===== config.mk =====
export PLATFORM = sky130hd
export DESIGN_NAME = rtp_jitter_statistics
export DESIGN_NICKNAME = d
export VERILOG_FILES = /design/src/rtl/rtpjs_pkg.sv /design/src/rtl/rtp_jitter_statistics.sv /design/src/rtl/rtpjs_delta.sv
export SDC_FILE = /design/constraint.sdc
export NUM_CORES = 2
export LEC_CHECK = 0
export ABC_AREA = 1
export ABC_CLOCK_PERIOD_IN_PS = 11950
export BUFFER_PORTS_ARGS = -buffer_cell sky130_fd_sc_hd__buf_2
export CAP_MARGIN = 20
export CORE_ASPECT_RATIO = 1.4
export CORE_UTILIZATION = 50
export DETAILED_ROUTE_END_ITERATION = 10
export GPL_TIMING_DRIVEN = 0
export PLACE_DENSITY = 0.76
export SLEW_MARGIN = 10
export SYNTH_ARGS = -nofsm -noshare
export SYNTH_HDL_FRONTEND = slang
export SYNTH_HIERARCHICAL = 1
export SYNTH_SLANG_ARGS = --single-unit
export TNS_END_PERCENT = 10

===== constraint.sdc =====
create_clock -name clk -period 11.95 [get_ports clk]
set_input_delay 1.195 -clock clk [delete_from_list [all_inputs] [get_ports clk]]
set_output_delay 1.195 -clock clk [all_outputs]
set_load 0.02 [all_outputs]

===== src/rtl/rtpjs_pkg.sv =====
// Shared types and constants for the RTP jitter statistics block.
// Used by rtpjs_delta, rtp_jitter_statistics, rtpjs_checker and the bench; depends on nothing.
package rtpjs_pkg;

  // Event kinds carried in tuser
  localparam logic [1:0] OP_PACKET = 2'd0;
  localparam logic [1:0] OP_FRAME  = 2'd1;
  localparam logic [1:0] OP_LOST   = 2'd2;

  localparam int CNT_W   = 48;  // wrapping event counters
  localparam int ACC_W   = 40;  // Q8 accumulators
  localparam int FRAC_W  = 8;   // fraction bits of the accumulators
  localparam int JIT_SH  = 4;   // jitter gain 1/16
  localparam int GAP_SH  = 8;   // gap average gain 1/256

  // floor(x/9) = (x * RECIP9) >> RECIP9_SH, exact for any 32-bit x
  localparam logic [29:0] RECIP9    = 30'h38E38E39;
  localparam int          RECIP9_SH = 33;

  localparam int IN_DATA_W  = 120;
  localparam int OUT_DATA_W = 272;

  typedef struct packed {
    logic [1:0]  op;
    logic [63:0] arrival_us;
    logic [31:0] rtp_stamp;
    logic        frame_incomplete;
    logic [15:0] lost_count;
  } rtpjs_item_t;

  // Per-event deltas handed to the accumulator stage
  typedef struct packed {
    logic [1:0]         op;
    logic               upd;        // packet with a previous packet
    logic               frame_incomplete;
    logic [15:0]        lost_count;
    logic signed [31:0] d_arr;      // saturated arrival delta, us
    logic [31:0]        diff;       // |d_arr - d_rtp|, saturated
  } rtpjs_delta_t;

endpackage


===== src/rtl/rtp_jitter_statistics.sv =====
// Receive-side RTP statistics: delta pipeline plus accumulator/output stage.
// Depends on rtpjs_pkg and rtpjs_delta.
// Throughput: one event per cycle, sustained, as long as m_tready stays high.
// The snapshot for an event is valid once the event has passed the input register,
//   product register, difference register and output register.
// The 32x30 reciprocal multiply for /9 sets the stage split of the front end.
// Reset (rst, synchronous): all counters, averages and previous values clear.
module rtp_jitter_statistics
  import rtpjs_pkg::*;
(
  input  logic                  clk,
  input  logic                  rst,
  // s_tdata: arrival_us[63:0], rtp_stamp[95:64], frame_incomplete[96],
  //          lost_count[112:97], zero pad[119:113]
  input  logic [IN_DATA_W-1:0]  s_tdata,
  // s_tuser: op[1:0]
  input  logic [1:0]            s_tuser,
  input  logic                  s_tvalid,
  output logic                  s_tready,
  // m_tdata: frames_total[47:0], frames_bad[95:48], packets_total[143:96],
  //          packets_missing[191:144], jitter_q8[231:192], gap_avg_q8[271:232]
  output logic [OUT_DATA_W-1:0] m_tdata,
  output logic                  m_tvalid,
  input  logic                  m_tready
);

  rtpjs_item_t  in_item;
  rtpjs_delta_t dl;
  logic         dl_valid;
  logic         dl_ready;

  // Statistics state; it is also the snapshot shown on m_tdata, since it
  // only moves when a new snapshot is loaded.
  logic [CNT_W-1:0]        frame_count, frame_count_next;
  logic [CNT_W-1:0]        bad_count, bad_count_next;
  logic [CNT_W-1:0]        packet_count, packet_count_next;
  logic [CNT_W-1:0]        lost_total, lost_total_next;
  logic [ACC_W-1:0]        jitter_acc, jitter_acc_next;
  logic signed [ACC_W-1:0] gap_acc, gap_acc_next;

  logic [ACC_W-1:0]        xj;
  logic signed [ACC_W-1:0] xg;
  logic signed [ACC_W:0]   dj, dg, jsum, gsum;

  assign in_item.op               = s_tuser;
  assign in_item.arrival_us       = s_tdata[63:0];
  assign in_item.rtp_stamp        = s_tdata[95:64];
  assign in_item.frame_incomplete = s_tdata[96];
  assign in_item.lost_count       = s_tdata[112:97];

  rtpjs_delta u_delta (
    .clk       (clk),
    .rst       (rst),
    .in_item   (in_item),
    .in_valid  (s_tvalid),
    .in_ready  (s_tready),
    .out_item  (dl),
    .out_valid (dl_valid),
    .out_ready (dl_ready)
  );

  // output register is free, or its snapshot leaves this cycle
  assign dl_ready = !m_tvalid || m_tready;

  // Q8 low-pass filters; >>> on the signed error is the floor shift.
  always_comb begin
    xj   = {dl.diff, {FRAC_W{1'b0}}};
    xg   = {dl.d_arr, {FRAC_W{1'b0}}};
    dj   = $signed({1'b0, xj}) - $signed({1'b0, jitter_acc});
    dg   = $signed({xg[ACC_W-1], xg}) - $signed({gap_acc[ACC_W-1], gap_acc});
    jsum = $signed({1'b0, jitter_acc}) + (dj >>> JIT_SH);
    gsum = $signed({gap_acc[ACC_W-1], gap_acc}) + (dg >>> GAP_SH);
  end

  always_comb begin
    frame_count_next  = frame_count;
    bad_count_next    = bad_count;
    packet_count_next = packet_count;
    lost_total_next   = lost_total;
    jitter_acc_next   = jitter_acc;
    gap_acc_next      = gap_acc;
    case (dl.op)
      OP_PACKET: begin
        packet_count_next = packet_count + CNT_W'(1);
        if (dl.upd) begin
          jitter_acc_next = jsum[ACC_W-1:0];
          gap_acc_next    = gsum[ACC_W-1:0];
        end
      end
      OP_FRAME: begin
        frame_count_next = frame_count + CNT_W'(1);
        bad_count_next   = bad_count + CNT_W'(dl.frame_incomplete);
      end
      OP_LOST: begin
        lost_total_next = lost_total + CNT_W'(dl.lost_count);
      end
      default: begin
        // unused kind: snapshot only
      end
    endcase
  end

  always_ff @(posedge clk) begin
    if (rst) begin
      m_tvalid     <= 1'b0;
      frame_count  <= '0;
      bad_count    <= '0;
      packet_count <= '0;
      lost_total   <= '0;
      jitter_acc   <= '0;
      gap_acc      <= '0;
    end else if (dl_ready) begin
      m_tvalid <= dl_valid;
      if (dl_valid) begin
        frame_count  <= frame_count_next;
        bad_count    <= bad_count_next;
        packet_count <= packet_count_next;
        lost_total   <= lost_total_next;
        jitter_acc   <= jitter_acc_next;
        gap_acc      <= gap_acc_next;
      end
    end
  end

  assign m_tdata = {gap_acc, jitter_acc, lost_total, packet_count, bad_count, frame_count};

endmodule


===== src/rtl/rtpjs_delta.sv =====
// Delta front end: arrival and RTP deltas and their absolute difference.
// Three pipeline stages with bubble collapse; depends on rtpjs_pkg.
module rtpjs_delta
  import rtpjs_pkg::*;
(
  input  logic         clk,
  input  logic         rst,
  input  rtpjs_item_t  in_item,
  input  logic         in_valid,
  output logic         in_ready,
  output rtpjs_delta_t out_item,
  output logic         out_valid,
  input  logic         out_ready
);

  typedef struct packed {
    logic [1:0]         op;
    logic               upd;
    logic               frame_incomplete;
    logic [15:0]        lost_count;
    logic signed [31:0] d_arr;
    logic [28:0]        q9;       // floor(drts/9)
    logic [35:0]        drts11;   // drts*11
  } mid_t;

  rtpjs_item_t  s1;
  mid_t         s2;
  rtpjs_delta_t s3;
  logic         v1, v2, v3;
  logic         ready1, ready2, ready3;

  logic        seen;
  logic [63:0] prev_arrival;
  logic [31:0] prev_stamp;

  logic [63:0] raw;
  logic [31:0] drts;
  logic [61:0] prod;
  mid_t        s2_next;

  logic [35:0] d_rtp;
  logic [37:0] sd;
  logic [37:0] mag;
  rtpjs_delta_t s3_next;

  assign ready3   = !v3 || out_ready;
  assign ready2   = !v2 || ready3;
  assign ready1   = !v1 || ready2;
  assign in_ready = ready1;

  // stage 1: deltas against the previous packet
  always_comb begin
    raw  = s1.arrival_us - prev_arrival;
    drts = s1.rtp_stamp - prev_stamp;
    prod = {30'd0, drts} * {32'd0, RECIP9};
    s2_next.op               = s1.op;
    s2_next.upd              = seen && (s1.op == OP_PACKET);
    s2_next.frame_incomplete = s1.frame_incomplete;
    s2_next.lost_count       = s1.lost_count;
    if (raw[63] && !(&raw[62:31])) begin
      s2_next.d_arr = 32'sh80000000;
    end else if (!raw[63] && (|raw[62:31])) begin
      s2_next.d_arr = 32'sh7FFFFFFF;
    end else begin
      s2_next.d_arr = raw[31:0];
    end
    s2_next.q9     = prod[RECIP9_SH +: 29];
    s2_next.drts11 = {4'd0, drts} + {1'b0, drts, 3'b000} + {3'b000, drts, 1'b0};
  end

  // stage 2: d_rtp = 11*drts + floor(drts/9), then |d_arr - d_rtp|
  always_comb begin
    d_rtp = s2.drts11 + {7'd0, s2.q9};
    sd    = {{6{s2.d_arr[31]}}, s2.d_arr} - {2'b00, d_rtp};
    mag   = sd[37] ? (38'd0 - sd) : sd;
    s3_next.op               = s2.op;
    s3_next.upd              = s2.upd;
    s3_next.frame_incomplete = s2.frame_incomplete;
    s3_next.lost_count       = s2.lost_count;
    s3_next.d_arr            = s2.d_arr;
    s3_next.diff             = (|mag[37:32]) ? 32'hFFFFFFFF : mag[31:0];
  end

  always_ff @(posedge clk) begin
    if (rst) begin
      v1           <= 1'b0;
      v2           <= 1'b0;
      v3           <= 1'b0;
      seen         <= 1'b0;
      prev_arrival <= '0;
      prev_stamp   <= '0;
    end else begin
      if (ready1) begin
        v1 <= in_valid;
      end
      if (ready2) begin
        v2 <= v1;
        if (v1 && (s1.op == OP_PACKET)) begin
          seen         <= 1'b1;
          prev_arrival <= s1.arrival_us;
          prev_stamp   <= s1.rtp_stamp;
        end
      end
      if (ready3) begin
        v3 <= v2;
      end
    end
  end

  always_ff @(posedge clk) begin
    if (ready1) begin
      s1 <= in_item;
    end
    if (ready2) begin
      s2 <= s2_next;
    end
    if (ready3) begin
      s3 <= s3_next;
    end
  end

  assign out_item  = s3;
  assign out_valid = v3;

endmodule


Word level (Yosys, flattened, before mapping)
Cells that the tools add are included.

Equality and inequality tests: 2. Reductions and logical operators: 24. Order comparisons: 0. Mux-type cells: 2. Bitwise operators: 0. Multiply operators: 1. Div/mod/pow operators: 0. Shift-type cells: 0. Add/subtract/negate cells: 15.

Operator list (number): 48-bit by 1-bit adder with 48-bit output (second input constant) (2); 40-bit by 40-bit subtractor with 41-bit output (2); 64-bit subtractor (1); 32-bit by 30-bit multiplier with 62-bit output (second input constant) (1); 48-bit by 1-bit adder with 48-bit output (1); 48-bit by 16-bit adder with 48-bit output (1); 40-bit by 33-bit adder with 40-bit output (1); 40-bit by 37-bit adder with 40-bit output (1); 38-bit 2-to-1 mux (1); 1-bit by 38-bit subtractor with 38-bit output (first input constant) (1); 32-bit by 37-bit subtractor with 38-bit output (1); 32-bit by 35-bit adder with 36-bit output (1); 36-bit by 29-bit adder with 36-bit output (1); 36-bit by 33-bit adder with 36-bit output (1); 32-bit 2-to-1 mux (1); 32-bit AND reduction (1); 32-bit OR reduction (1); 32-bit subtractor (1); 3-bit AND reduction (3); 1-bit zero test (6); 6-bit OR reduction (1); 1-bit logical AND (4); 2-bit zero test (2); 1-bit logical OR (4); other kinds (4) (4).

ROM bits: 0. Register bits after elaboration: 689. Memories: 0. Bits in writable memories: 0. Bits of input ports: 126. Bits in latches: 0.

Depth between registers and ports, before layout
Depth after elaboration: 5. Mapped depth: 44. Mapped depth without buffers: 44.

By module
The synthesis kept the hierarchy.

Modules (own cells, without submodules): rtpjs_delta (times used 1, area each 42368.1 µm², cells an instance 5281); rtp_jitter_statistics (times used 1, area each 23343.6 µm², cells an instance 3801).

Least setup slack after synthesis
Ideal clock, no wire load.

Path kind: register -> register. Start: register u_delta/s1[17] (netlist name). End: register u_delta/s2[52] (netlist name) (data pin). Path buffers: 0. Library setup time: 0.258 ns. Arrival: 7.995 ns. Path slack: 3.697 ns. Stages on the path, launching flop included: 34. Cell sequence: edfxtp_1 -> inv_1 -> ha_1 -> fa_1 -> nand3b_1 -> nand2_1 -> nand2_1 -> nand3_1 -> a21boi_1 -> nor3_1 -> nor2_1 -> o21ai_0 -> a21oi_1 -> o21ai_0 -> xor2_1 -> fa_1 -> ha_1 -> fa_1 -> inv_1 -> fa_1 -> inv_1 -> fa_1 -> fa_1 -> fa_1 -> ha_1 -> ha_1 -> nand2_1 -> nor2_1 -> inv_1 -> o21ai_0 -> a21oi_1 -> o21ai_0 -> a31oi_1 -> xnor2_1.

Word-level cells in the longest chain between the ends: 2.

Ends and longest elaborated chain: from (decl) (line rtpjs_delta.sv:26) `rtpjs_item_t s1;`; from (signal assigned) (line rtpjs_delta.sv:112) `s1 <= in_item;`; 32-bit subtractor (line rtpjs_delta.sv:54) `drts = s1.rtp_stamp - prev_stamp;`; 32-bit by 30-bit multiplier with 62-bit output (line rtpjs_delta.sv:55) `prod = {30'd0, drts} * {32'd0, RECIP9};`; net u_delta.prod[49] (line rtpjs_delta.sv:38) `logic [61:0] prod;`; to (signal assigned) (line rtpjs_delta.sv:115) `s2 <= s2_next;`; to (decl) (line rtpjs_delta.sv:27) `mid_t s2;`.

The timed path passes the listed nets, and every way through them passes these cells. A chain may end at the register's enable or synchronous reset.

Worst setup path in the final report
Same ends and word-level chain as after synthesis.

==> impl_results.md <==
- Status: completed
- Final Skew: 0.0521 ns
- Top_reg_cell synth: dfxtp_1
- Share of cells above drive strength 1: 0.0712
- TritonCTS clock tree: built
- Slew Limit Fails: 0
- Die ar.: approximately 0.13 mm^2
- Synth Warn #: 6
- Rows: 157
- Final setup violation count: 0
- # hold bufs at CTS: 0
- Postcts setup bufs: 0
- Vias in the first global route: 61,500
- RSZ-0062 raised after global routing: false
- Max H-tree Level: 3
- DR WL met2: about 110,000 um
- Clk root buf: clkbuf_16
- Max Clock Freq: just under 100 MHz
- Min Hold Slack: 0.399 ns
- Met1 WL: 85,700 um
- Residual DRC: 0
- Post-synth ARST share: 0
- Max clock buf depth: 3
- CTS clk-pin slew, worst paths: ~0.060 ns
- Slew HR: 0.221
- Synthesized area: roughly 0.066 mm^2
- Post-CTS sizing: 0
- Crit end category: register
- Final-stage net count: 10,700
- Number of synthesized flops with an enable pin: 316
- Worst Hold Class: register to register
- Syn nets: 10,200
- First-pass GRT wire length: 349,000 um
- Crit-path most repeated cell: fa_1
- Initial Utilization: 0.503
- CP max-delay cell: fa_1
- Routability cong.: 1.05
- Peak fanout along the critical path: 6
- Worst Path Arrival: 10.69 ns
- Die extent in x: 308 um
- Synthesized instance count: ~9,100
- Initial antenna violation count: 3
- Hold Fails Final Rpt: 0
- Unique cell type count in the Yosys netlist: 63
- Worst slack, placed: about 1.7 ns
- Max-cap viol count: 0
- CTS Buf Count: 76
- DRT Wirelength: 231,000 um
- Average wire per standard cell: 20.3 um
- Die Height: 431 um
- # fillers: 12,700
- Sum Neg Setup Slack: 0 ns
- Tmin final: between 10 and 15 ns
- FF+latch count, synth: 689
- Critical path type: register to register
- Drt first pass iters: 6
- Met3 wire len: ~12,000 um
- Total number of vias: 62,500
- Initial drt markers: approximately 4,200
- Least-Margin Pin Slew: 1.17 ns
- Syn avg cell area: 7.24 um^2
- IO buf count: 391
- Worst skew pair latency: ~0.73 ns
- DP HPWL: 196,000 um
- Post-DR vias/cell: 5.49
- Final WS setup: roughly 1.7 ns
- DR top layer: met4
- Worst reg-to-reg setup slack: about 1.7 ns
- TritonCTS Sinks: 689
- Core Region: roughly 0.13 mm^2
- ANT nets after route: 0
- # diodes: 0
- Crit path required time: 12.37 ns
- Largest net degree at the start of global routing: 87
- Finished Cell Area: 0.0725 mm^2
- Tot GR Track Use: 0.345
- Overflow after GRT: 0
- Placed cell area: 0.0701 mm^2
- Layout area overhead: 10.4%
- Worst path max stage delay: 0.60 ns
- Seq/Total Area, Yosys: 0.258
- # IOs: 400
- Crit path launch type: register
- Period utilization: 0.859
[synthesized netlist by cell type, types with 129 or more instances]
| cell type | instances | area share |
|---|---|---|
| a21oi_1 | 705 | 0.054 |
| dfxtp_1 | 373 | 0.11 |
| edfxtp_1 | 316 | 0.14 |
| fa_1 | 285 | 0.087 |
| ha_1 | 696 | 0.13 |
| inv_1 | 1645 | 0.094 |
| nand2_1 | 1929 | 0.11 |
| nand3_1 | 362 | 0.028 |
| nor2_1 | 1054 | 0.060 |
| nor3_1 | 129 | 0.0098 |
| o21ai_0 | 388 | 0.030 |
| xnor2_1 | 131 | 0.017 |
| xor2_1 | 237 | 0.032 |
[layout make-up]
type	instances	area, um^2	share of cell area
sequential	689	17000	0.234
clock buffer	97	2000	0.0276
buffer	105	455	0.00628
multi-input combinational	6634	42100	0.581
timing repair buffer	398	2100	0.0289
tap	1749	2190	0.0302
clock inverter	43	468	0.00645
inverter	1654	6220	0.0857
[path summary, 6_finish.rpt]
kind                                                 from  cells after the start                              to
worst max-delay path             u_delta/s1[17]$_DFFE_PP_                     35        u_delta/s2[52]$_DFFE_PP_
worst min-delay path            u_delta/s2[111]$_DFFE_PP_                      0  u_delta/out_item[78]$_DFFE_PP_
worst max register to register   u_delta/s1[17]$_DFFE_PP_                     35        u_delta/s2[52]$_DFFE_PP_
worst min register to register  u_delta/s2[111]$_DFFE_PP_                      0  u_delta/out_item[78]$_DFFE_PP_
[worst max-delay path: cells and delay by family, from the launching register on]
kind,cells,cell delay [ns]
AOI/OAI and AO/OA,9,1.91
xor gates and xnor gates,2,1.14
adders and majority gates,11,5.00
buffers and inverters,5,0.66
DFF,1,0.32
and+or+nand+nor,8,0.95
[through the flow]
stage,utilization,instances
after floorplan,-,9082
after global placement,0.535,11200
after detailed placement,0.536,11200
after CTS,0.555,11400
after global routing,0.555,11400
final,0.555,11400
[routing by layer]
| layer | vias to the layer above | GRT usage |
|---|---|---|
| li1 | 30500 | - |
| met1 | 29200 | 0.371 |
| met2 | 2120 | 0.605 |
| met3 | 652 | 0.0411 |
| met4 | 0 | 0.280 |
| met5 | - | 0 |
[sequential cells by signal (all words and copies together), names as in the netlist, 32 cells and up]
register and cells:
frame_count 48, packet_count 48, bad_count 48, jitter_acc 40, u_delta/s1 115, gap_acc 40
u_delta/prev_stamp 32, lost_total 48, u_delta/out_item 84, u_delta/prev_arrival 64, u_delta/s2 117
[logic make-up (layout without fill, tap and decap cells)]
logic type | Yosys count | after routing | share of synthesized area
AND/OR/NAND/NOR | 3806 | 3806 | 0.246
buffers and inverters | 1759 | 2297 | 0.101
AO/OA/AOI/OAI | 1478 | 1478 | 0.126
adder cells (fa/ha/maj) | 981 | 981 | 0.219
flip-flops | 689 | 689 | 0.258
XOR/XNOR | 369 | 369 | 0.0493
[placed cells by master (no fill, tap or decap), types with 15 or more instances in the layout]
cell,Yosys,layout
o21ai_0,388,388
o21bai_1,59,59
edfxtp_1,316,316
nor2_1,1054,1054
nand2_1,1929,1927
nor4_1,45,45
nand3b_1,24,24
dfxtp_1,373,373
a21boi_0,22,22
a31oi_1,52,52
nand2_2,25,25
nand3_2,36,36
o211ai_1,17,17
a211oi_1,107,107
xor2_1,237,236
a21oi_1,705,705
nor2_2,15,15
a21o_1,44,44
xnor2_1,131,128
fa_1,285,285
nand3_1,362,362
ha_1,696,696
buf_2,15,407
o21a_1,35,35
inv_1,1645,1644
clkbuf_1,79,95
nor3_1,129,129
clkbuf_16,0,77
nand4_1,122,122
Power is left out: the tool's default activity adds up to more than one toggle a clock period on the data nets, which glitch-free logic cannot reach.
